[src/hdl/cc20_pkg.sv]
// ----------------------------------------------------------------------------
// cc20_pkg
// shared types, constants and round functions of the chacha20 stream cipher
// ----------------------------------------------------------------------------
package cc20_pkg;

    localparam int DOUBLE_ROUNDS_DEF = 10;

    // input queue between front and back, power of two
    localparam int QUEUE_DEPTH = 4;
    localparam int QUEUE_AW    = $clog2(QUEUE_DEPTH);

    // "expand 32-byte k"
    localparam logic [31:0] SIGMA_0 = 32'h61707865;
    localparam logic [31:0] SIGMA_1 = 32'h3320646e;
    localparam logic [31:0] SIGMA_2 = 32'h79622d32;
    localparam logic [31:0] SIGMA_3 = 32'h6b206574;

    localparam logic [5:0] LAST_POS = 6'd63;

    typedef logic [31:0] word_t;
    typedef logic [15:0][31:0] block_t;

    typedef enum logic [2:0] {
        REG_KEY_0_7    = 3'd0,
        REG_KEY_8_15   = 3'd1,
        REG_KEY_16_23  = 3'd2,
        REG_KEY_24_31  = 3'd3,
        REG_NONCE_0_7  = 3'd4,
        REG_NONCE_8_11 = 3'd5
    } cfg_reg_t;

    typedef struct packed {
        logic [7:0][31:0] key;
        logic [2:0][31:0] nonce;
    } cfg_t;

    typedef struct packed {
        logic [7:0] data;
        logic       restart;
    } item_t;

    typedef struct packed {
        logic  start;
        logic  abort;
        word_t counter;
    } core_req_t;

    typedef struct packed {
        logic  busy;
        logic  done;
        word_t counter;
    } core_rsp_t;

    typedef enum logic [1:0] {
        CORE_IDLE,
        CORE_ROUND,
        CORE_FINAL
    } core_state_t;

    typedef struct packed {
        word_t a;
        word_t b;
        word_t c;
        word_t d;
    } quad_t;

    function automatic word_t rotl32(word_t v, int n);
        return (v << n) | (v >> (32 - n));
    endfunction

    // one half of a quarter round: two add-xor-rotate steps
    function automatic quad_t half_qr(quad_t q, logic second);
        word_t a;
        word_t b;
        word_t c;
        word_t d;
        quad_t r;
        a = q.a + q.b;
        d = q.d ^ a;
        d = second ? rotl32(d, 8) : rotl32(d, 16);
        c = q.c + d;
        b = q.b ^ c;
        b = second ? rotl32(b, 7) : rotl32(b, 12);
        r.a = a;
        r.b = b;
        r.c = c;
        r.d = d;
        return r;
    endfunction

    // state word of a lane: row is the role (a, b, c, d), diagonal rounds
    // shift the column by the row number
    function automatic logic [3:0] qr_idx(logic diag, logic [1:0] lane, logic [1:0] role);
        return {role, 2'(lane + (diag ? role : 2'd0))};
    endfunction

    function automatic block_t init_block(cfg_t cfg, word_t counter);
        block_t b;
        b[0]  = SIGMA_0;
        b[1]  = SIGMA_1;
        b[2]  = SIGMA_2;
        b[3]  = SIGMA_3;
        for (int i = 0; i < 8; i++) begin
            b[4 + i] = cfg.key[i];
        end
        b[12] = counter;
        for (int i = 0; i < 3; i++) begin
            b[13 + i] = cfg.nonce[i];
        end
        return b;
    endfunction

endpackage

[src/hdl/cc20_core.sv]
// ----------------------------------------------------------------------------
// cc20_core
// block function: four lanes, half a quarter round per cycle, final add
// ----------------------------------------------------------------------------
module cc20_core
    import cc20_pkg::*;
#(
    parameter int DOUBLE_ROUNDS = DOUBLE_ROUNDS_DEF
)
(
    input  logic      clk,
    input  logic      rst_n,
    input  cfg_t      cfg,
    input  core_req_t req,
    output core_rsp_t rsp,
    output block_t    ks_block
);

    localparam int RW = $clog2(DOUBLE_ROUNDS);
    localparam logic [RW-1:0] LAST_ROUND = RW'(DOUBLE_ROUNDS - 1);

    core_state_t   state_reg;
    core_state_t   state_next;
    logic [RW-1:0] round_reg;
    logic [RW-1:0] round_next;
    logic [1:0]    phase_reg;
    logic [1:0]    phase_next;
    block_t        x_reg;
    block_t        x_next;
    block_t        init_reg;
    block_t        rnd_block;
    quad_t         qin [4];
    quad_t         qout [4];
    logic          launch;

    // phase bit 1 selects diagonal rounds, bit 0 the second half
    always_comb
    begin
        rnd_block = x_reg;
        for (int lane = 0; lane < 4; lane++)
        begin
            qin[lane].a = x_reg[qr_idx(phase_reg[1], 2'(lane), 2'd0)];
            qin[lane].b = x_reg[qr_idx(phase_reg[1], 2'(lane), 2'd1)];
            qin[lane].c = x_reg[qr_idx(phase_reg[1], 2'(lane), 2'd2)];
            qin[lane].d = x_reg[qr_idx(phase_reg[1], 2'(lane), 2'd3)];
            qout[lane]  = half_qr(qin[lane], phase_reg[0]);
            rnd_block[qr_idx(phase_reg[1], 2'(lane), 2'd0)] = qout[lane].a;
            rnd_block[qr_idx(phase_reg[1], 2'(lane), 2'd1)] = qout[lane].b;
            rnd_block[qr_idx(phase_reg[1], 2'(lane), 2'd2)] = qout[lane].c;
            rnd_block[qr_idx(phase_reg[1], 2'(lane), 2'd3)] = qout[lane].d;
        end
    end

    assign launch = (state_reg == CORE_IDLE) && req.start && !req.abort;

    always_comb
    begin
        state_next = state_reg;
        round_next = round_reg;
        phase_next = phase_reg;
        x_next     = x_reg;
        unique case (state_reg)
            CORE_IDLE:
            begin
                if (launch)
                begin
                    state_next = CORE_ROUND;
                    round_next = '0;
                    phase_next = '0;
                    x_next     = init_block(cfg, req.counter);
                end
            end
            CORE_ROUND:
            begin
                x_next     = rnd_block;
                phase_next = phase_reg + 2'd1;
                if (phase_reg == 2'd3)
                begin
                    round_next = round_reg + RW'(1);
                    if (round_reg == LAST_ROUND)
                    begin
                        state_next = CORE_FINAL;
                    end
                end
            end
            CORE_FINAL:
            begin
                state_next = CORE_IDLE;
            end
            default:
            begin
                state_next = CORE_IDLE;
            end
        endcase
        if (req.abort)
        begin
            state_next = CORE_IDLE;
        end
    end

    always_ff @(posedge clk or negedge rst_n)
    begin
        if (!rst_n)
        begin
            state_reg <= CORE_IDLE;
            round_reg <= '0;
            phase_reg <= '0;
        end
        else
        begin
            state_reg <= state_next;
            round_reg <= round_next;
            phase_reg <= phase_next;
        end
    end

    always_ff @(posedge clk)
    begin
        x_reg <= x_next;
        if (launch)
        begin
            init_reg <= init_block(cfg, req.counter);
        end
    end

    // feed-forward add of the input state
    always_comb
    begin
        for (int i = 0; i < 16; i++)
        begin
            ks_block[i] = x_reg[i] + init_reg[i];
        end
    end

    always_comb
    begin
        rsp.busy    = (state_reg != CORE_IDLE);
        rsp.done    = (state_reg == CORE_FINAL);
        rsp.counter = init_reg[12];
    end

    a_done_single: assert property (@(posedge clk) disable iff (!rst_n)
        rsp.done |=> !rsp.done)
        else $error("block done held for more than one cycle");

    a_last_step_done: assert property (@(posedge clk) disable iff (!rst_n)
        (state_reg == CORE_ROUND && phase_reg == 2'd3 && round_reg == LAST_ROUND
         && !req.abort) |=> rsp.done)
        else $error("last round step not followed by block done");

endmodule

[config.mk]
export PLATFORM = sky130hd
export DESIGN_NAME = cc20_core
export DESIGN_NICKNAME = d
export VERILOG_FILES = /design/src/hdl/cc20_pkg.sv /design/src/hdl/cc20_core.sv
export SDC_FILE = /design/constraint.sdc
export NUM_CORES = 2
export LEC_CHECK = 0
export BUFFER_PORTS_ARGS = -buffer_cell sky130_fd_sc_hd__buf_2
export CORE_AREA = 2 2 395 397
export CTS_CLUSTER_SIZE = 24
export DETAILED_ROUTE_END_ITERATION = 12
export DIE_AREA = 0 0 397 399
export HOLD_SLACK_MARGIN = 0.02
export PLACE_DENSITY_LB_ADDON = 0.1
export SLEW_MARGIN = 40
export SYNTH_ARGS = -nofsm -noshare
export SYNTH_HDL_FRONTEND = slang
export SYNTH_SLANG_ARGS = --single-unit
export TNS_END_PERCENT = 50
[constraint.sdc]
create_clock -name clk -period 45.7 [get_ports clk]
set_clock_uncertainty 0.15 [all_clocks]
set_input_delay 6.855 -clock clk [delete_from_list [all_inputs] [get_ports clk]]
set_output_delay 6.855 -clock clk [all_outputs]
set_load 0.005 [all_outputs]
==> results.yml <==
status:
  status: "complete, no violations"
timing:
  slew_headroom: 0.2800
  slew_viol_final: 0
  finalSetupViolations: 0
  whs_ns: 0.4347
  finalHoldViolCount: 0
  rsz0062_at_grt: "false"
  fmax_mhz: 73.58
  worst_slew_pin_slew_ns: 1.076
  setup-tns-final_ns: 0
  min_period_ns: 13.59
  timing.final.crit_share: 0.2974
floorplan:
  coreArea_um2: 153700
  die_w_um: 397
  io_pins: 934
  rows: 144
  dieArea_um2: 158400
  die_h_um: 399
  initial_core_util: 0.4979
setup_path:
  timing.rr.start: "phase_reg[1]$_DFFE_PN0P_"
  worst_setup_path_end_kind: "output port"
  critPathKind: "reg -> out"
  r2r-end: "x_reg[203]$_DFFE_PP_"
  regToRegSetupSlack_ns: 33.47
  critPathMaxFanout: 4
  arrival_ns: 6.59
  worstPathRequired_ns: 38.69
  start_kind: "register"
  rr_worst_depth: 34
cts:
  cts_root_buffer: "clkbuf_16"
  clock_latency_ns: 0.77
  cts.clk_slew.worst_paths_ns: 0.06
  htreeDepth: 3
  clock_path_buffers: 3
  cts_buffers: 106
  cts_setup_buffers: 0
  cts_tree: "built"
  holdBufCountCts: 0
  cts_resized: 0
  cts.sinks: 904
layout:
  area_growth_syn_to_layout_pct: 15.29
  design_area_um2: 88230
  fill_cells: 13660
  drive_above_1_share: 0.1826
  finish.net_count: 10050
  largest_register_ffs: 512
detailed_routing:
  drc: 0
  drt_pass1_iterations: 7
  drt_iter0_markers: 11590
  vias: 75130
  wl_um: 417200
  viasPerCell: 6.707
  drtAntennaViolNets: 0
  wl_per_cell_um: 37.24
worst_hold_path:
  hold_end: "round_reg[0]$_DFFE_PN0P_"
  min_path_cells: 1
  hold_start: "round_reg[0]$_DFFE_PN0P_"
  hold_class: "reg -> reg"
place:
  dpl_cell_area_um2: 84390
  hpwlAfterDp_um: 344700
  gp_congestion: 1.145
  port_buffers: 933
logic_synthesis:
  yosys.area.top_type: "edfxtp_1"
  synth_nets: 9201
  ys_top_cells_by_area: "edfxtp_1, ha_1, xnor2_1"
  synthCells: 8170
  yosysTopAreaCellShare: 0.3516
  async_reset_ff_frac: 0.008850
  syn_area_um2: 76530
  ys.flop_type: "edfxtp_1"
  ys_ff_latch: 904
  synth_edf_count: 896
  yosysWarnings: 0
  avgSynthCellArea_um2: 9.367
  synth_seq_area_share: 0.3542
  yosysUniqueCellTypes: 101
grt:
  grt_pass1_wl_um: 551000
  antenna_found_initial: 76
  grtUsageTotal: 0.5062
  grt_max_degree: 127
  grt_pass1_vias: 68930
  grt_overflow: 0
flow_run:
  maxCapViolations: 0
through the flow:
step                      instances  setup WS [ns]    util
after global placement        10950          33.14  0.5443
final                         11200          32.11  0.5741
after CTS                     11150          32.28  0.5723
after detailed placement      10950          33.11  0.5491
after global routing          11160          31.75  0.5735
after floorplan                8170          2.805       -
cells in the final DEF (no fill, tap or decap), drive strengths merged, types with 53 or more instances in the layout:
cell type,Yosys,layout
a211oi,71,71
a21o,142,142
a21oi,571,571
a31oi,82,82
and2,86,86
and3,81,81
buf,104,1058
clkbuf,215,126
diode,0,53
edfxtp,896,896
ha,623,623
inv,283,288
mux2,232,232
mux2i,418,418
nand2,781,781
nand2b,116,116
nand3,142,142
nor2,744,744
nor2b,71,71
nor3,189,189
o21a,80,80
o21ai,644,644
or3,69,69
xnor2,611,611
xor2,300,300
critical path: stages, from the launching register on:
cell and delay (ns):
edfxtp_1 0.38, ha_1 0.19, inv_1 0.06, fa_1 0.43, nor2b_1 0.13, o21ai_0 0.25
a21boi_0 0.35, o21ai_0 0.15, a21boi_0 0.25, o21ai_0 0.14, a21boi_0 0.38, o31ai_1 0.16
a2111oi_0 0.52, buf_4 0.24, nor3_1 0.07, nor4b_1 0.75, o31ai_1 0.23, a311oi_1 0.60
a211o_1 0.21, a21oi_1 0.08, xnor2_1 0.12, buf_2 0.12
layer usage:
layer / share of wire / wire length, µm / vias to the layer above / global-route usage
met5: 0.00080 / 334 / - / 0
met4: 0.10 / 43780 / 40 / 0.4372
met3: 0.13 / 56110 / 1424 / 0.1736
met2: 0.41 / 171700 / 5904 / 0.7349
met1: 0.35 / 145300 / 36140 / 0.5977
li1: - / - / 31620 / -
cells in the mapped netlist, types with 14 or more instances:
master	number
a2111oi_0	21
a211o_1	26
a211oi_1	69
a21boi_0	47
a21o_1	142
a21oi_1	571
a31oi_1	82
and2_1	86
and3_1	80
buf_1	56
buf_4	36
clkbuf_1	213
edfxtp_1	896
fa_1	20
ha_1	623
inv_1	282
mux2_2	232
mux2i_1	418
nand2_1	781
nand2b_1	116
nand3_1	142
nand4_1	36
nor2_1	744
nor2b_1	71
nor3_1	188
nor4_1	14
o211ai_1	49
o21a_1	80
o21ai_0	638
o21bai_1	48
o22ai_1	16
o31a_1	18
o31ai_1	34
o41ai_1	14
or2_2	35
or3_1	69
xnor2_1	607
xnor3_1	14
xor2_1	300
kinds of logic (layout without fill, tap and decap cells):
family / count (synthesis) / count (layout) / share of synthesized area
AOI/OAI and AO/OA: 2020 / 2020 / 0.1631
and+or+nand+nor: 2413 / 2413 / 0.1434
DFF: 904 / 904 / 0.3542
buffers and inverters: 602 / 1537 / 0.03169
xor gates and xnor gates: 928 / 928 / 0.1097
adders and majority gates: 649 / 649 / 0.1079
other: 0 / 53 / 0
muxes: 654 / 654 / 0.08999
how the worst max path moves through the flow:
| stage | from | end | slack (ns) | depth (start not counted) |
|---|---|---|---|---|
| 2_1_floorplan | req[32] | phase_reg[0]$_DFFE_PN0P_ | 2.80 | 3 |
| 3_3_place_gp | x_reg[161]$_DFFE_PP_ | ks_block[190] | 33.14 | 19 |
| 3_5_place_dp | x_reg[160]$_DFFE_PP_ | ks_block[190] | 33.11 | 20 |
| 4_1_cts | x_reg[256]$_DFFE_PP_ | ks_block[286] | 32.28 | 21 |
| 5_1_grt | x_reg[256]$_DFFE_PP_ | ks_block[286] | 31.75 | 21 |
| 6_report | x_reg[256]$_DFFE_PP_ | ks_block[286] | 32.11 | 21 |
final cells by class:
class,count,area [µm²],share of cell area
inverters,283,1075,0.01218
clock inverters,70,785.8,0.008906
clock buffers,126,2769,0.03138
multi-input cells,6664,48010,0.5441
repair buffers,1058,5793,0.06566
flip-flops and latches,904,27110,0.3073
diodes,53,132.6,0.001503
well taps,2044,2557,0.02899
Power is left out: the tool's default activity adds up to more than one toggle a clock period on the data nets, which glitch-free logic cannot reach.
