[src/hdl/cc20_pkg.sv]
// ----------------------------------------------------------------------------
// cc20_pkg
// shared types, constants and round functions of the chacha20 stream cipher
// ----------------------------------------------------------------------------
package cc20_pkg;

    localparam int DOUBLE_ROUNDS_DEF = 10;

    // input queue between front and back, power of two
    localparam int QUEUE_DEPTH = 4;
    localparam int QUEUE_AW    = $clog2(QUEUE_DEPTH);

    // "expand 32-byte k"
    localparam logic [31:0] SIGMA_0 = 32'h61707865;
    localparam logic [31:0] SIGMA_1 = 32'h3320646e;
    localparam logic [31:0] SIGMA_2 = 32'h79622d32;
    localparam logic [31:0] SIGMA_3 = 32'h6b206574;

    localparam logic [5:0] LAST_POS = 6'd63;

    typedef logic [31:0] word_t;
    typedef logic [15:0][31:0] block_t;

    typedef enum logic [2:0] {
        REG_KEY_0_7    = 3'd0,
        REG_KEY_8_15   = 3'd1,
        REG_KEY_16_23  = 3'd2,
        REG_KEY_24_31  = 3'd3,
        REG_NONCE_0_7  = 3'd4,
        REG_NONCE_8_11 = 3'd5
    } cfg_reg_t;

    typedef struct packed {
        logic [7:0][31:0] key;
        logic [2:0][31:0] nonce;
    } cfg_t;

    typedef struct packed {
        logic [7:0] data;
        logic       restart;
    } item_t;

    typedef struct packed {
        logic  start;
        logic  abort;
        word_t counter;
    } core_req_t;

    typedef struct packed {
        logic  busy;
        logic  done;
        word_t counter;
    } core_rsp_t;

    typedef enum logic [1:0] {
        CORE_IDLE,
        CORE_ROUND,
        CORE_FINAL
    } core_state_t;

    typedef struct packed {
        word_t a;
        word_t b;
        word_t c;
        word_t d;
    } quad_t;

    function automatic word_t rotl32(word_t v, int n);
        return (v << n) | (v >> (32 - n));
    endfunction

    // one half of a quarter round: two add-xor-rotate steps
    function automatic quad_t half_qr(quad_t q, logic second);
        word_t a;
        word_t b;
        word_t c;
        word_t d;
        quad_t r;
        a = q.a + q.b;
        d = q.d ^ a;
        d = second ? rotl32(d, 8) : rotl32(d, 16);
        c = q.c + d;
        b = q.b ^ c;
        b = second ? rotl32(b, 7) : rotl32(b, 12);
        r.a = a;
        r.b = b;
        r.c = c;
        r.d = d;
        return r;
    endfunction

    // state word of a lane: row is the role (a, b, c, d), diagonal rounds
    // shift the column by the row number
    function automatic logic [3:0] qr_idx(logic diag, logic [1:0] lane, logic [1:0] role);
        return {role, 2'(lane + (diag ? role : 2'd0))};
    endfunction

    function automatic block_t init_block(cfg_t cfg, word_t counter);
        block_t b;
        b[0]  = SIGMA_0;
        b[1]  = SIGMA_1;
        b[2]  = SIGMA_2;
        b[3]  = SIGMA_3;
        for (int i = 0; i < 8; i++) begin
            b[4 + i] = cfg.key[i];
        end
        b[12] = counter;
        for (int i = 0; i < 3; i++) begin
            b[13 + i] = cfg.nonce[i];
        end
        return b;
    endfunction

endpackage

[src/hdl/cc20_if.sv]
// ----------------------------------------------------------------------------
// cc20 channel interfaces
// valid/ready channels for byte input, byte result and register writes
// ----------------------------------------------------------------------------
interface cc20_in_if;
    logic       valid;
    logic       ready;
    logic [7:0] data_byte;
    logic       first_of_message;

    modport source (output valid, output data_byte, output first_of_message, input ready);
    modport sink (input valid, input data_byte, input first_of_message, output ready);
endinterface


[src/hdl/cc20_front.sv]
// ----------------------------------------------------------------------------
// cc20_front
// takes input beats, tags message restarts and queues them for the back end
// ----------------------------------------------------------------------------
module cc20_front
    import cc20_pkg::*;
(
    input  logic  clk,
    input  logic  rst_n,
    cc20_in_if.sink feed,
    output item_t q_item,
    output logic  q_valid,
    input  logic  q_ready
);

    item_t                 slot_reg [QUEUE_DEPTH];
    logic [QUEUE_AW-1:0]   wr_ptr_reg;
    logic [QUEUE_AW-1:0]   wr_ptr_next;
    logic [QUEUE_AW-1:0]   rd_ptr_reg;
    logic [QUEUE_AW-1:0]   rd_ptr_next;
    logic [QUEUE_AW:0]     count_reg;
    logic [QUEUE_AW:0]     count_next;
    logic                  push;
    logic                  pop;
    item_t                 in_item;

    assign feed.ready = (count_reg != (QUEUE_AW + 1)'(QUEUE_DEPTH));
    assign q_valid    = (count_reg != '0);
    assign q_item     = slot_reg[rd_ptr_reg];

    assign push = feed.valid & feed.ready;
    assign pop  = q_valid & q_ready;

    // restart flag marks where the back end resets counter and position
    always_comb
    begin
        in_item.data    = feed.data_byte;
        in_item.restart = feed.first_of_message;
    end

    always_comb
    begin
        wr_ptr_next = push ? wr_ptr_reg + QUEUE_AW'(1) : wr_ptr_reg;
        rd_ptr_next = pop ? rd_ptr_reg + QUEUE_AW'(1) : rd_ptr_reg;
        count_next  = count_reg;
        if (push && !pop)
        begin
            count_next = count_reg + (QUEUE_AW + 1)'(1);
        end
        else if (pop && !push)
        begin
            count_next = count_reg - (QUEUE_AW + 1)'(1);
        end
    end

    always_ff @(posedge clk or negedge rst_n)
    begin
        if (!rst_n)
        begin
            wr_ptr_reg <= '0;
            rd_ptr_reg <= '0;
            count_reg  <= '0;
        end
        else
        begin
            wr_ptr_reg <= wr_ptr_next;
            rd_ptr_reg <= rd_ptr_next;
            count_reg  <= count_next;
        end
    end

    always_ff @(posedge clk)
    begin
        if (push)
        begin
            slot_reg[wr_ptr_reg] <= in_item;
        end
    end

endmodule

[src/flat_wrapper.sv]
// flat-port wrapper written by rule: the top's interface ports become plain ports
module cc20_front_flat import cc20_pkg::*;
  (clk, rst_n, q_item, q_valid, q_ready, feed_valid, feed_data_byte, feed_first_of_message, feed_ready);
  cc20_in_if feed_i ();
  input  logic clk;
  input  logic rst_n;
  output item_t q_item;
  output logic q_valid;
  input  logic q_ready;
  input wire logic [$bits(feed_i.valid)-1:0] feed_valid;
  input wire logic [$bits(feed_i.data_byte)-1:0] feed_data_byte;
  input wire logic [$bits(feed_i.first_of_message)-1:0] feed_first_of_message;
  output wire logic [$bits(feed_i.ready)-1:0] feed_ready;
  assign feed_i.valid = feed_valid;
  assign feed_i.data_byte = feed_data_byte;
  assign feed_i.first_of_message = feed_first_of_message;
  assign feed_ready = feed_i.ready;
  cc20_front u_core (.clk(clk), .rst_n(rst_n), .feed(feed_i), .q_item(q_item), .q_valid(q_valid), .q_ready(q_ready));
endmodule
[config.mk]
export PLATFORM = sky130hd
export DESIGN_NAME = cc20_front_flat
export DESIGN_NICKNAME = d
export VERILOG_FILES = /design/src/hdl/cc20_pkg.sv /design/src/hdl/cc20_if.sv /design/src/hdl/cc20_front.sv /design/src/flat_wrapper.sv
export SDC_FILE = /design/constraint.sdc
export NUM_CORES = 1
export LEC_CHECK = 0
export ABC_CLOCK_PERIOD_IN_PS = 3600
export BUFFER_PORTS_ARGS = -buffer_cell sky130_fd_sc_hd__buf_2
export CAP_MARGIN = 10
export CORE_MARGIN = 5
export CORE_UTILIZATION = 60
export CTS_CLUSTER_DIAMETER = 200
export DETAILED_ROUTE_END_ITERATION = 6
export GPL_ROUTABILITY_DRIVEN = 0
export PLACE_DENSITY = 0.83
export SLEW_MARGIN = 20
export SYNTH_ARGS = -nofsm -noshare
export SYNTH_HDL_FRONTEND = slang
export SYNTH_SLANG_ARGS = --single-unit
[constraint.sdc]
create_clock -name clk -period 3.6 [get_ports clk]
set_input_delay 0.18 -clock clk [delete_from_list [all_inputs] [get_ports clk]]
set_output_delay 0.18 -clock clk [all_outputs]
set_load 0.01 [all_outputs]
==> parameters.txt <==
Parameter                              Value

Timing
  Count of pins over their slew limit ... 0
  Sum of negative setup slack ... 0 ns
  Hold_ws ... 0.0398 ns
  Clock Skews ... 0.00902 ns
  Number of failing hold endpoints at the final stage ... 0
  Setup Viol. Count Final ... 0
  Minimum period implied by the final worst setup slack ... about 2.2 ns
  Setup repair after global routing missed its margin ... false
  Least-Margin Pin Slew ... 0.688 ns
  Max_slew headroom ... between 50 and 60%
  Max Fclk ... 461 MHz
  Period utilisation layout ... between 60% and 70%

Yosys
  Netlist area before placement ... about 1700 um2
  Number of warnings reported in the yosys synthesis log ... 0
  Mean instance size in the synthesized netlist ... 21.1 um2
  Simple-gate share of the synthesized area ... 4.11%
  Area share of the largest cell type after synthesis ... between 60% and 70%
  Flops & latches, synth ... between 40 and 50
  Portion of the post-synthesis area used by sequential elements ... 72.4%
  Post-synth top area cell ... sky130_fd_sc_hd__edfxtp_1
  Multiplexer area fraction after synthesis ... approximately an eighth
  Area contributors post-synth ... sky130_fd_sc_hd__edfxtp_1 (62%), sky130_fd_sc_hd__mux4_2 (12%), sky130_fd_sc_hd__dfrtp_1 (10%)
  Adder-Cell Fraction of Synth Area ... 4.76%
  Post-synthesis xor/xnor area fraction ... 3.03%
  Mapped Cells ... 82
  Synth Area in Compound Gates ... 1.08%
  Count of unique library cells instantiated by Yosys ... 20
  Main combinational cell family by area after synthesis ... multiplexers
  Post-Synthesis Net Count ... 101

GRT
  Pin count of the biggest net entering global routing ... 13
  Number of global-route vias before repair ... 919
  Initial antenna violation count ... 0
  Wire length of the first global-routing pass ... roughly 4.4 mm
  Total track usage ... ~15%
  Overflow after GRT ... 0

Floorplanning
  Effective utilization at floorplan ... 62.9%
  Row Count ... 19
  Die H ... 63.8 um
  Total Die Area ... just over 4000 um2
  Area of the placeable core ... 2760 um2
  X dimension of the die ... 63.8 um
  Number of ports placed on the die boundary ... 24

Clocking
  Clk sink count ... 43
  Insertion delay to the later sink of the worst-skew pair ... 0.34 ns
  Number of buffers between clock root and the deepest sink ... 2
  H-tree depth ... 2
  Clock-pin transition on the worst setup and hold timing paths ... about 0.12 ns
  Number of buffers inserted during clock tree synthesis ... 5
  Cell chosen for the clock root ... sky130_fd_sc_hd__clkbuf_4
  TritonCTS clock tree ... done

Min path
  HP Class ... input port to flip-flop

Final layout
  Most used cells in the layout excluding fill and tap cells ... sky130_fd_sc_hd__edfxtp_1 (36), sky130_fd_sc_hd__buf_2 (23), sky130_fd_sc_hd__mux4_2 (9)
  Final Core Density ... ~70%
  Most common cell after layout, fill and taps aside ... sky130_fd_sc_hd__edfxtp_1
  Fraction of final layout cells sized beyond drive strength 1 ... 39.3%
  Number of flip-flops under the largest register name ... 36
  Filler cell count in the final layout ... between 150 and 200
  Net count reported at finish ... 130
  Layout-stage area growth over the synthesis result ... 11.4%
  Post-route cell area ... between 1500 and 2000 um2
  Antenna diodes ... 0

Route
  Final ANT Viol Nets ... 0
  Number of vias after detailed routing ... 807
  Wirelength per Cell ... ~19 um
  Count of unresolved DRC violations after routing ... 0
  Number of DRC violations after detailed-routing iteration 0 ... 9
  Ratio of routed vias to standard cells ... 5.64
  First-pass iteration count of the detailed router ... 4
  WL final ... 2.66 mm

Worst setup path
  Nature of the critical path endpoint ... flip-flop
  Type of element launching the critical path ... flip-flop
  End point of the critical path ... u_core.count_reg[2]$_DFFE_PN0P_
  Data arrival time of the worst path ... 2.44 ns
  FF-to-FF setup slack ... 1.43 ns
  Worst Reg-to-Reg Cells ... 8
  Largest driver fanout on the critical path ... 4
  Critical R2R Capture ... u_core.count_reg[2]$_DFFE_PN0P_
  R2r startpoint ... u_core.count_reg[0]$_DFFE_PN0P_
  Type of the worst setup path ... flip-flop to flip-flop
  Required time worst endpoint ... approximately 3.9 ns
  First element of the critical path ... u_core.count_reg[0]$_DFFE_PN0P_

Pwr
  Power density normalized to cell area ... 766 nW/um2
  Switching share of total power ... 32.3%
  Cell-internal power ... 1.00 mW
  Sequential group share of total power ... 53.3%
  Peak supply drop ... 0.000695 V
  Sw power ... about 480 uW
  Clock share of power ... 14.6%
  Logic pwr share ... 32.1%
  Leak Pwr ... 0.713 nW

Run status
  Run status ... complete, no violations

Placed design
  Estimated wirelength of the detail-placed design ... 1.85 mm
  Placed instance area ... 1870 um2
  Number of port buffers ... 23

Run
  Max-Cap Viols ... 0
[worst max-delay path, stage by stage, from the launching register on]
cell and delay [ns]:
sky130_fd_sc_hd__dfrtp_1 0.47, sky130_fd_sc_hd__or3_4 0.45, sky130_fd_sc_hd__nand2_4 0.09, sky130_fd_sc_hd__ha_1 0.19
sky130_fd_sc_hd__inv_1 0.06, sky130_fd_sc_hd__fa_1 0.38, sky130_fd_sc_hd__xor2_1 0.17, sky130_fd_sc_hd__nor2_1 0.12
sky130_fd_sc_hd__xor2_1 0.16
[cell usage after synthesis (all sizes together)]
library cell and instances:
a21boi 1, and2 4, buf 2, dfrtp 7
edfxtp 36, fa 1, ha 5, inv 3
mux2 2, mux4 9, nand2 2, nand3 1
nor2 2, or3 1, xnor2 4, xor2 2
[power by group through the flow]
stage / logic, mW / registers (mW) / clock network (mW)
6_report: 0.474 / 0.789 / 0.216
3_3_place_gp: 0.458 / 0.790 / 0
4_1_cts: 0.486 / 0.792 / 0.223
3_5_place_dp: 0.483 / 0.803 / 0
2_1_floorplan: 0.397 / 0.730 / 0
5_1_grt: 0.527 / 0.810 / 0.245
[how the worst min path moves through the flow]
stage | from | endpoint | slack (ns) | cells after the start
2_1_floorplan | rst_n | u_core.count_reg[0]$_DFFE_PN0P_ | -0.12 | 0
3_3_place_gp | rst_n | u_core.rd_ptr_reg[0]$_DFFE_PN0P_ | 0.02 | 1
3_5_place_dp | rst_n | u_core.rd_ptr_reg[0]$_DFFE_PN0P_ | 0.02 | 1
4_1_cts | feed_data_byte[2] | u_core.slot_reg[3][3]$_DFFE_PP_ | 0.02 | 1
5_1_grt | feed_data_byte[2] | u_core.slot_reg[2][3]$_DFFE_PP_ | 0.01 | 1
6_report | feed_data_byte[2] | u_core.slot_reg[3][3]$_DFFE_PP_ | 0.04 | 1
[cell type report]
type / count / area [um2] / area share [%]
Clock inverter: 1 / 5.00 / 0.259
Tap cell: 31 / 38.8 / 2.01
Sequential cell: 43 / 1260 / 65.0
Multi-Input combinational cell: 34 / 450 / 23.3
Inverter: 3 / 11.3 / 0.583
Clock buffer: 7 / 45.0 / 2.33
Timing Repair Buffer: 24 / 125 / 6.48
[cell families after synthesis]
kind of cell / after synthesis
muxes: 11
buffers and inverters: 5
DFF: 43
adders and majority gates: 6
xor gates and xnor gates: 6
and+or+nand+nor: 10
AOI/OAI and AO/OA: 1
[layer usage]
metal / track usage [%] / vias to the layer above / routed length, um
met5: 0 / - / 0
met4: 7.79 / 0 / 43
met3: 5.78 / 4 / 143
met2: 23.9 / 22 / 1390
met1: 18.1 / 410 / 1080
li1: - / 371 / -
[stage by stage]
stage / setup slack [ns] / total power [mW] / std cells
6_report: 1.43 / 1.48 / 143
5_1_grt: 1.24 / 1.58 / 143
4_1_cts: 1.39 / 1.50 / 143
3_5_place_dp: 1.39 / 1.29 / 134
3_3_place_gp: 1.61 / 1.25 / 134
2_1_floorplan: 1.61 / 1.13 / 82
[what timing repair did]
action	4_1_cts	5_1_grt
hold buffers	1	0
setup buffers	0	0
endpoints found under the setup margin	0	0
hold endpoints to repair	7	0
resized for setup	0	0
Note: power is estimated with default switching activity, not from simulation.
