### config.mk
export PLATFORM = sky130hd
export DESIGN_NAME = cc20_back_flat
export DESIGN_NICKNAME = d
export VERILOG_FILES = /design/src/hdl/cc20_pkg.sv /design/src/hdl/cc20_if.sv /design/src/hdl/cc20_back.sv /design/src/flat_wrapper.sv
export SDC_FILE = /design/constraint.sdc
export NUM_CORES = 2
export LEC_CHECK = 0
export BUFFER_PORTS_ARGS = -buffer_cell sky130_fd_sc_hd__buf_2
export CAP_MARGIN = 15
export CORE_ASPECT_RATIO = 0.75
export CORE_MARGIN = 2
export CORE_UTILIZATION = 63
export CTS_CLUSTER_SIZE = 10
export DETAILED_ROUTE_END_ITERATION = 12
export PLACE_DENSITY = 0.87
export REMOVE_ABC_BUFFERS = 1
export SYNTH_ARGS = -nofsm -noshare
export SYNTH_HDL_FRONTEND = slang
export SYNTH_SLANG_ARGS = --single-unit
### constraint.sdc
create_clock -name clk -period 23.6 [get_ports clk]
set_input_delay 3.54 -clock clk [delete_from_list [all_inputs] [get_ports clk]]
set_output_delay 3.54 -clock clk [all_outputs]
set_load 0.05 [all_outputs]
### src/hdl/cc20_pkg.sv
// ----------------------------------------------------------------------------
// cc20_pkg
// shared types, constants and round functions of the chacha20 stream cipher
// ----------------------------------------------------------------------------
package cc20_pkg;

    localparam int DOUBLE_ROUNDS_DEF = 10;

    // input queue between front and back, power of two
    localparam int QUEUE_DEPTH = 4;
    localparam int QUEUE_AW    = $clog2(QUEUE_DEPTH);

    // "expand 32-byte k"
    localparam logic [31:0] SIGMA_0 = 32'h61707865;
    localparam logic [31:0] SIGMA_1 = 32'h3320646e;
    localparam logic [31:0] SIGMA_2 = 32'h79622d32;
    localparam logic [31:0] SIGMA_3 = 32'h6b206574;

    localparam logic [5:0] LAST_POS = 6'd63;

    typedef logic [31:0] word_t;
    typedef logic [15:0][31:0] block_t;

    typedef enum logic [2:0] {
        REG_KEY_0_7    = 3'd0,
        REG_KEY_8_15   = 3'd1,
        REG_KEY_16_23  = 3'd2,
        REG_KEY_24_31  = 3'd3,
        REG_NONCE_0_7  = 3'd4,
        REG_NONCE_8_11 = 3'd5
    } cfg_reg_t;

    typedef struct packed {
        logic [7:0][31:0] key;
        logic [2:0][31:0] nonce;
    } cfg_t;

    typedef struct packed {
        logic [7:0] data;
        logic       restart;
    } item_t;

    typedef struct packed {
        logic  start;
        logic  abort;
        word_t counter;
    } core_req_t;

    typedef struct packed {
        logic  busy;
        logic  done;
        word_t counter;
    } core_rsp_t;

    typedef enum logic [1:0] {
        CORE_IDLE,
        CORE_ROUND,
        CORE_FINAL
    } core_state_t;

    typedef struct packed {
        word_t a;
        word_t b;
        word_t c;
        word_t d;
    } quad_t;

    function automatic word_t rotl32(word_t v, int n);
        return (v << n) | (v >> (32 - n));
    endfunction

    // one half of a quarter round: two add-xor-rotate steps
    function automatic quad_t half_qr(quad_t q, logic second);
        word_t a;
        word_t b;
        word_t c;
        word_t d;
        quad_t r;
        a = q.a + q.b;
        d = q.d ^ a;
        d = second ? rotl32(d, 8) : rotl32(d, 16);
        c = q.c + d;
        b = q.b ^ c;
        b = second ? rotl32(b, 7) : rotl32(b, 12);
        r.a = a;
        r.b = b;
        r.c = c;
        r.d = d;
        return r;
    endfunction

    // state word of a lane: row is the role (a, b, c, d), diagonal rounds
    // shift the column by the row number
    function automatic logic [3:0] qr_idx(logic diag, logic [1:0] lane, logic [1:0] role);
        return {role, 2'(lane + (diag ? role : 2'd0))};
    endfunction

    function automatic block_t init_block(cfg_t cfg, word_t counter);
        block_t b;
        b[0]  = SIGMA_0;
        b[1]  = SIGMA_1;
        b[2]  = SIGMA_2;
        b[3]  = SIGMA_3;
        for (int i = 0; i < 8; i++) begin
            b[4 + i] = cfg.key[i];
        end
        b[12] = counter;
        for (int i = 0; i < 3; i++) begin
            b[13 + i] = cfg.nonce[i];
        end
        return b;
    endfunction

endpackage

### src/hdl/cc20_if.sv


interface cc20_out_if;
    logic       valid;
    logic       ready;
    logic [7:0] result_byte;

    modport source (output valid, output result_byte, input ready);
    modport sink (input valid, input result_byte, output ready);
endinterface


### src/hdl/cc20_back.sv
// ----------------------------------------------------------------------------
// cc20_back
// holds current and prefetched keystream blocks, xors beats, drives result
// ----------------------------------------------------------------------------
module cc20_back
    import cc20_pkg::*;
(
    input  logic       clk,
    input  logic       rst_n,
    input  item_t      q_item,
    input  logic       q_valid,
    output logic       q_ready,
    input  logic       cfg_write,
    output core_req_t  req,
    input  core_rsp_t  rsp,
    input  block_t     ks_block,
    cc20_out_if.source result
);

    logic       cur_valid_reg;
    block_t     cur_reg;
    logic [5:0] pos_reg;
    word_t      ctr_reg;
    logic       pre_valid_reg;
    word_t      pre_ctr_reg;
    block_t     pre_reg;
    logic       out_valid_reg;
    logic [7:0] out_byte_reg;

    logic       restart;
    word_t      want_ctr;
    logic       need_block;
    logic       pre_hit;
    logic       out_free;
    logic       consume;
    logic [5:0] use_pos;
    block_t     src_block;
    word_t      src_word;
    logic [7:0] ks_byte;

    // a restart beat wants block zero, otherwise the next counter
    assign restart    = q_valid & q_item.restart;
    assign want_ctr   = restart ? '0 : ctr_reg;
    assign need_block = restart | ~cur_valid_reg;
    assign pre_hit    = pre_valid_reg && (pre_ctr_reg == want_ctr);
    assign out_free   = !out_valid_reg || result.ready;
    assign q_ready    = out_free && (!need_block || pre_hit);
    assign consume    = q_valid & q_ready;

    assign use_pos   = restart ? '0 : pos_reg;
    assign src_block = need_block ? pre_reg : cur_reg;
    assign src_word  = src_block[use_pos[5:2]];
    assign ks_byte   = 8'(src_word >> {use_pos[1:0], 3'b000});

    // keep the core busy on whatever block is wanted next
    always_comb
    begin
        req.start   = !rsp.busy && !pre_hit && !cfg_write;
        req.abort   = cfg_write;
        req.counter = want_ctr;
    end

    assign result.valid       = out_valid_reg;
    assign result.result_byte = out_byte_reg;

    always_ff @(posedge clk or negedge rst_n)
    begin
        if (!rst_n)
        begin
            cur_valid_reg <= 1'b0;
            pos_reg       <= '0;
            ctr_reg       <= '0;
            pre_valid_reg <= 1'b0;
            out_valid_reg <= 1'b0;
        end
        else
        begin
            if (consume)
            begin
                out_valid_reg <= 1'b1;
                pos_reg       <= use_pos + 6'd1;
                cur_valid_reg <= (use_pos != LAST_POS);
                if (need_block)
                begin
                    ctr_reg <= want_ctr + 32'd1;
                end
            end
            else if (result.ready)
            begin
                out_valid_reg <= 1'b0;
            end

            // new key or nonce makes the prefetch stale
            if (cfg_write)
            begin
                pre_valid_reg <= 1'b0;
            end
            else if (rsp.done)
            begin
                pre_valid_reg <= 1'b1;
            end
            else if (consume && need_block)
            begin
                pre_valid_reg <= 1'b0;
            end
        end
    end

    always_ff @(posedge clk)
    begin
        if (consume)
        begin
            out_byte_reg <= q_item.data ^ ks_byte;
            if (need_block)
            begin
                cur_reg <= pre_reg;
            end
        end
        if (rsp.done && !cfg_write)
        begin
            pre_reg     <= ks_block;
            pre_ctr_reg <= rsp.counter;
        end
    end

    a_block_drop: assert property (@(posedge clk) disable iff (!rst_n)
        $fell(cur_valid_reg) |-> $past(consume) && ($past(use_pos) == LAST_POS))
        else $error("keystream block dropped before its last byte");

    a_prefetch_kept: assert property (@(posedge clk) disable iff (!rst_n)
        rsp.done |=> pre_valid_reg || $past(cfg_write))
        else $error("finished block not held as prefetch");

endmodule

### src/flat_wrapper.sv
// flat-port wrapper written by rule: the top's interface ports become plain ports
module cc20_back_flat import cc20_pkg::*;
  (clk, rst_n, q_item, q_valid, q_ready, cfg_write, req, rsp, ks_block, result_valid, result_result_byte, result_ready);
  cc20_out_if result_i ();
  input  logic clk;
  input  logic rst_n;
  input  item_t q_item;
  input  logic q_valid;
  output logic q_ready;
  input  logic cfg_write;
  output core_req_t req;
  input  core_rsp_t rsp;
  input  block_t ks_block;
  output wire logic [$bits(result_i.valid)-1:0] result_valid;
  output wire logic [$bits(result_i.result_byte)-1:0] result_result_byte;
  input wire logic [$bits(result_i.ready)-1:0] result_ready;
  assign result_valid = result_i.valid;
  assign result_result_byte = result_i.result_byte;
  assign result_i.ready = result_ready;
  cc20_back u_core (.clk(clk), .rst_n(rst_n), .q_item(q_item), .q_valid(q_valid), .q_ready(q_ready), .cfg_write(cfg_write), .req(req), .rsp(rsp), .ks_block(ks_block), .result(result_i));
endmodule
==> tab_implementation.tex <==
\begin{tabular}{lr}
\hline
Metric & Value \\
\hline
\multicolumn{2}{l}{\textbf{Run status}} \\
\quad Outcome & completed \\
\multicolumn{2}{l}{\textbf{Timing}} \\
\quad Share of the clock period used by the worst path & a little over two fifths \\
\quad Worst-case hold slack & $\sim$0.53 ns \\
\quad Setup WS post-layout & 13.33 ns \\
\quad Setup repair after global routing missed its margin & no \\
\quad Time the final worst path needs with I/O delays and setup & roughly 10 ns \\
\quad Clock skew & about 0.024 ns \\
\quad Final number of setup-violating endpoints & 0 \\
\quad Rel. slew slack & 19.0\% \\
\quad Top achievable clock speed & 0.0973 GHz \\
\quad Summed negative setup slack over all endpoints & 0 ns \\
\quad Worst slew pin tran & 1.22 ns \\
\quad Final Max Slew Viols & 0 \\
\quad Final Hold Fails & 0 \\
\multicolumn{2}{l}{\textbf{Clocking}} \\
\quad Number of hold-repair buffers added at the cts stage & 0 \\
\quad Clock-pin slew of the registers on the worst-case setup and hold paths & approximately 0.050 ns \\
\quad H-tree level count & 3 \\
\quad CTS resizes & 0 \\
\quad Setup bufs post-CTS & 0 \\
\quad Latest clock arrival within the worst-skew pair & 0.69 ns \\
\quad Library cell used as clock root buffer & sky130\_fd\_sc\_hd\_\_clkbuf\_16 \\
\quad Clock tree from TritonCTS & done \\
\quad Max Buffers Root-to-Sink & 3 \\
\quad Sink count of the clock tree & $\sim$1,100 \\
\quad Number of buffers added by the clock tree synthesis step & $\sim$120 \\
\multicolumn{2}{l}{\textbf{Floorplan}} \\
\quad Horiz. Die Dim & approximately 330 um \\
\quad Core Area & between 70,000 and 80,000 um\^{}2 \\
\quad Starting density of the core & a little under two thirds \\
\quad Die Y-Extent & 247 um \\
\quad Row cnt & between 80 and 90 \\
\quad Floorplan die area & 80,700 um\^{}2 \\
\quad Number of placed I/O pins & about 600 \\
\multicolumn{2}{l}{\textbf{Cells and area}} \\
\quad Final Net Count & 5,182 \\
\quad Layout filler cell count & 4,814 \\
\quad Final cell count without fillers & approximately 5,700 \\
\quad Layout cells sized above 1 & 23.1\% \\
\quad Area growth, synth to finish & 14.3\% \\
\quad Storage element area & between 30,000 and 40,000 um\^{}2 \\
\quad Post-route cell area & 56,500 um\^{}2 \\
\quad Area taken by multi-input logic gates & 15,300 um\^{}2 \\
\quad Share of the core filled with cells & approximately 73\% \\
\multicolumn{2}{l}{\textbf{Yosys}} \\
\quad Most frequent cells after synthesis & sky130\_fd\_sc\_hd\_\_nand2\_1 (1,460), sky130\_fd\_sc\_hd\_\_edfxtp\_1 (1,064), sky130\_fd\_sc\_hd\_\_clkbuf\_1 (191), sky130\_fd\_sc\_hd\_\_mux2\_2 (171), sky130\_fd\_sc\_hd\_\_o21ai\_0 (167) \\
\quad Yosys reg bits & approximately 1,100 \\
\quad Average instance area after synthesis & around 12 um\^{}2 \\
\quad Share of synthesized area occupied by flip-flops and latches & approximately 67\% \\
\quad Main flop type after synthesis & sky130\_fd\_sc\_hd\_\_edfxtp\_1 \\
\quad Number of enable flip-flop cells after synthesis & between 1,000 and 1,500 \\
\quad Cells taking the most area after synthesis & sky130\_fd\_sc\_hd\_\_edfxtp\_1 (65\%), sky130\_fd\_sc\_hd\_\_nand2\_1 (11\%), sky130\_fd\_sc\_hd\_\_mux2\_2 (3.9\%), sky130\_fd\_sc\_hd\_\_mux4\_2 (2.3\%), sky130\_fd\_sc\_hd\_\_dfrtp\_1 (2.1\%) \\
\quad Post-synthesis async set-or-reset flop share & 3.71\% \\
\quad Synth warn & 0 \\
\quad Area share of the leading cell type in the synthesized netlist & 64.6\% \\
\quad Count leader, synth & sky130\_fd\_sc\_hd\_\_nand2\_1 \\
\quad Netlist Area Pre-Place & around 49,000 um\^{}2 \\
\quad Netlist cell types & 66 \\
\quad Most area-hungry cell type in the Yosys netlist & sky130\_fd\_sc\_hd\_\_edfxtp\_1 \\
\quad Cell count after synthesis & a little over 4,000 \\
\multicolumn{2}{l}{\textbf{Routing}} \\
\quad DRC marker count from the first detailed-route iteration & slightly above 6,000 \\
\quad Number of DRC violations after detailed routing & 0 \\
\quad First-pass detailed-route iteration total & 8 \\
\quad Wire length after detailed routing & roughly 140,000 um \\
\quad Via total after detailed routing & 37,200 \\
\quad Number of antenna-violating nets in the routed design & 0 \\
\quad Detailed-route vias per instance & around 6.5 \\
\quad Wirelength per Cell & about 25 um \\
\multicolumn{2}{l}{\textbf{Worst setup path}} \\
\quad Type of element launching the critical path & primary input \\
\quad Category of the most critical setup path & in -> out \\
\quad Required time at the endpoint of the critical path & 20.06 ns \\
\quad Crit end category & output port \\
\quad Maximum fanout encountered on the critical timing path & 62 \\
\quad Startpoint of the worst-slack reg-to-reg timing path & u\_core.ctr\_reg[25] \\
\quad Critical Path Source & q\_item[0] \\
\quad Worst Path Arrival & between 6 and 7 ns \\
\multicolumn{2}{l}{\textbf{Power}} \\
\quad Pint & 3.25 mW \\
\quad Post-layout power & 4.15 mW \\
\quad Power Density & 73.5 nW/um\^{}2 \\
\quad Relative contribution of the clock network to total power & around two fifths \\
\quad Power share of the combinational group & under 10\% \\
\quad Max IR drop VDD & approximately 0.074 mV \\
\quad P\_sw & roughly 900 uW \\
\quad Share of total power consumed by net switching & approximately 22\% \\
\quad Leakage power & 21.4 nW \\
\quad Part of the power in registers & 54.8\% \\
\multicolumn{2}{l}{\textbf{Min path}} \\
\quad Min-delay src & u\_core.cur\_reg[382] \\
\quad Class of the worst hold path & reg -> reg \\
\multicolumn{2}{l}{\textbf{Place}} \\
\quad Number of I/O port buffers & between 600 and 700 \\
\quad Half-perimeter wire length after detailed placement & about 90,000 um \\
\quad Cell Count Post-Placement & 5,531 \\
\quad Pre-CTS WS & between 10 and 15 ns \\
\quad Last weighted congestion value of the routability-driven placer & just under 1 \\
\quad Dpl cell area & 53,200 um\^{}2 \\
\multicolumn{2}{l}{\textbf{Global route}} \\
\quad Largest net degree at the start of global routing & approximately 190 \\
\quad Total overflow reported by the global router & 0 \\
\quad Global-route wire length before repair & 209,000 um \\
\quad Via count of the first global-routing pass & between 30,000 and 40,000 \\
\quad Number of antenna violations at the first check in global routing & 25 \\
\quad Tot GR Track Use & about 34\% \\
\multicolumn{2}{l}{\textbf{Run}} \\
\quad Maxcap violations & 0 \\
\hline
\end{tabular}
-- metal layers --
metal	share of wire [%]	vias up	wire [um]	global-route usage, %
li1	-	16000	-	-
met1	36	17800	51400	46.4
met2	46	2940	65500	52.8
met3	12	511	17700	7.73
met4	5.7	6	8160	19.0
met5	0.018	-	26	0
-- power by group through the flow --
stage	clock (mW)	sequential, mW	combinational, mW
after floorplan	0	2.32	0.120
after global placement	0	2.31	0.214
after detailed placement	0	2.31	0.225
after CTS	1.65	2.27	0.228
after global routing	1.73	2.28	0.250
final	1.65	2.27	0.232
-- logic make-up (layout without fill, tap and decap cells) --
family,count (synthesis),count (layout),synth area share (%)
fa+ha+maj,2,2,0.0506
flops,1105,1105,66.7
xor+xnor,35,35,0.620
simple gates,1766,1766,14.8
buf+inv,316,857,2.60
compound gates,642,642,8.63
mux,243,243,6.62
other cells,0,22,0
-- layout by cell type, fill, tap and decap left out, drive strengths merged, types with 8 or more instances in the layout --
master,count
a31oi,60
a21oi,66
nor2,40
nand4,17
o211ai,14
nand2,1461
mux2,171
o22ai,107
nand3,13
or4,8
a21bo,14
buf,666
inv,43
mux2i,22
xnor2,35
nor3,84
o21a,10
edfxtp,1064
dfrtp,41
a2111oi,8
nand2b,52
o32ai,14
o41ai,8
a22oi,19
diode,22
o221ai,65
nor4,34
o21ai,171
clkbuf,147
a32oi,34
or2,15
mux4,50
and2,14
a21boi,8
a21o,11
-- layout make-up --
cell class | instances | area share [%]
clock buffers | 146 | 5.60
diodes | 22 | 0.0974
multi-input cells | 2688 | 27.0
inverters | 37 | 0.259
flip-flops and latches | 1105 | 58.4
repair buffers | 667 | 6.23
well taps | 1035 | 2.29
clock inverters | 7 | 0.137
-- critical path, stage by stage --
cell and delay (ns):
sky130_fd_sc_hd__buf_2 0.67, sky130_fd_sc_hd__and2_1 0.64, sky130_fd_sc_hd__nor2_1 0.11, sky130_fd_sc_hd__o32ai_1 0.40, sky130_fd_sc_hd__and3_1 0.23, sky130_fd_sc_hd__nand4_1 0.21
sky130_fd_sc_hd__buf_4 0.40, sky130_fd_sc_hd__a21oi_1 0.23, sky130_fd_sc_hd__buf_2 0.28
-- path summary, 6_finish.rpt --
check / end / slack, ns / cells past startpoint
min: u_core.cur_reg[382] / 0.53 / 2
max in group asynchronous: u_core.pos_reg[3] / 20.19 / 2
max: q_ready / 13.33 / 9
min in group asynchronous: u_core.ctr_reg[1] / 2.92 / 2
min reg2reg: u_core.cur_reg[382] / 0.53 / 2
max reg2reg: u_core.cur_reg[382] / 17.82 / 10
Power figures use the tool's default switching activity.
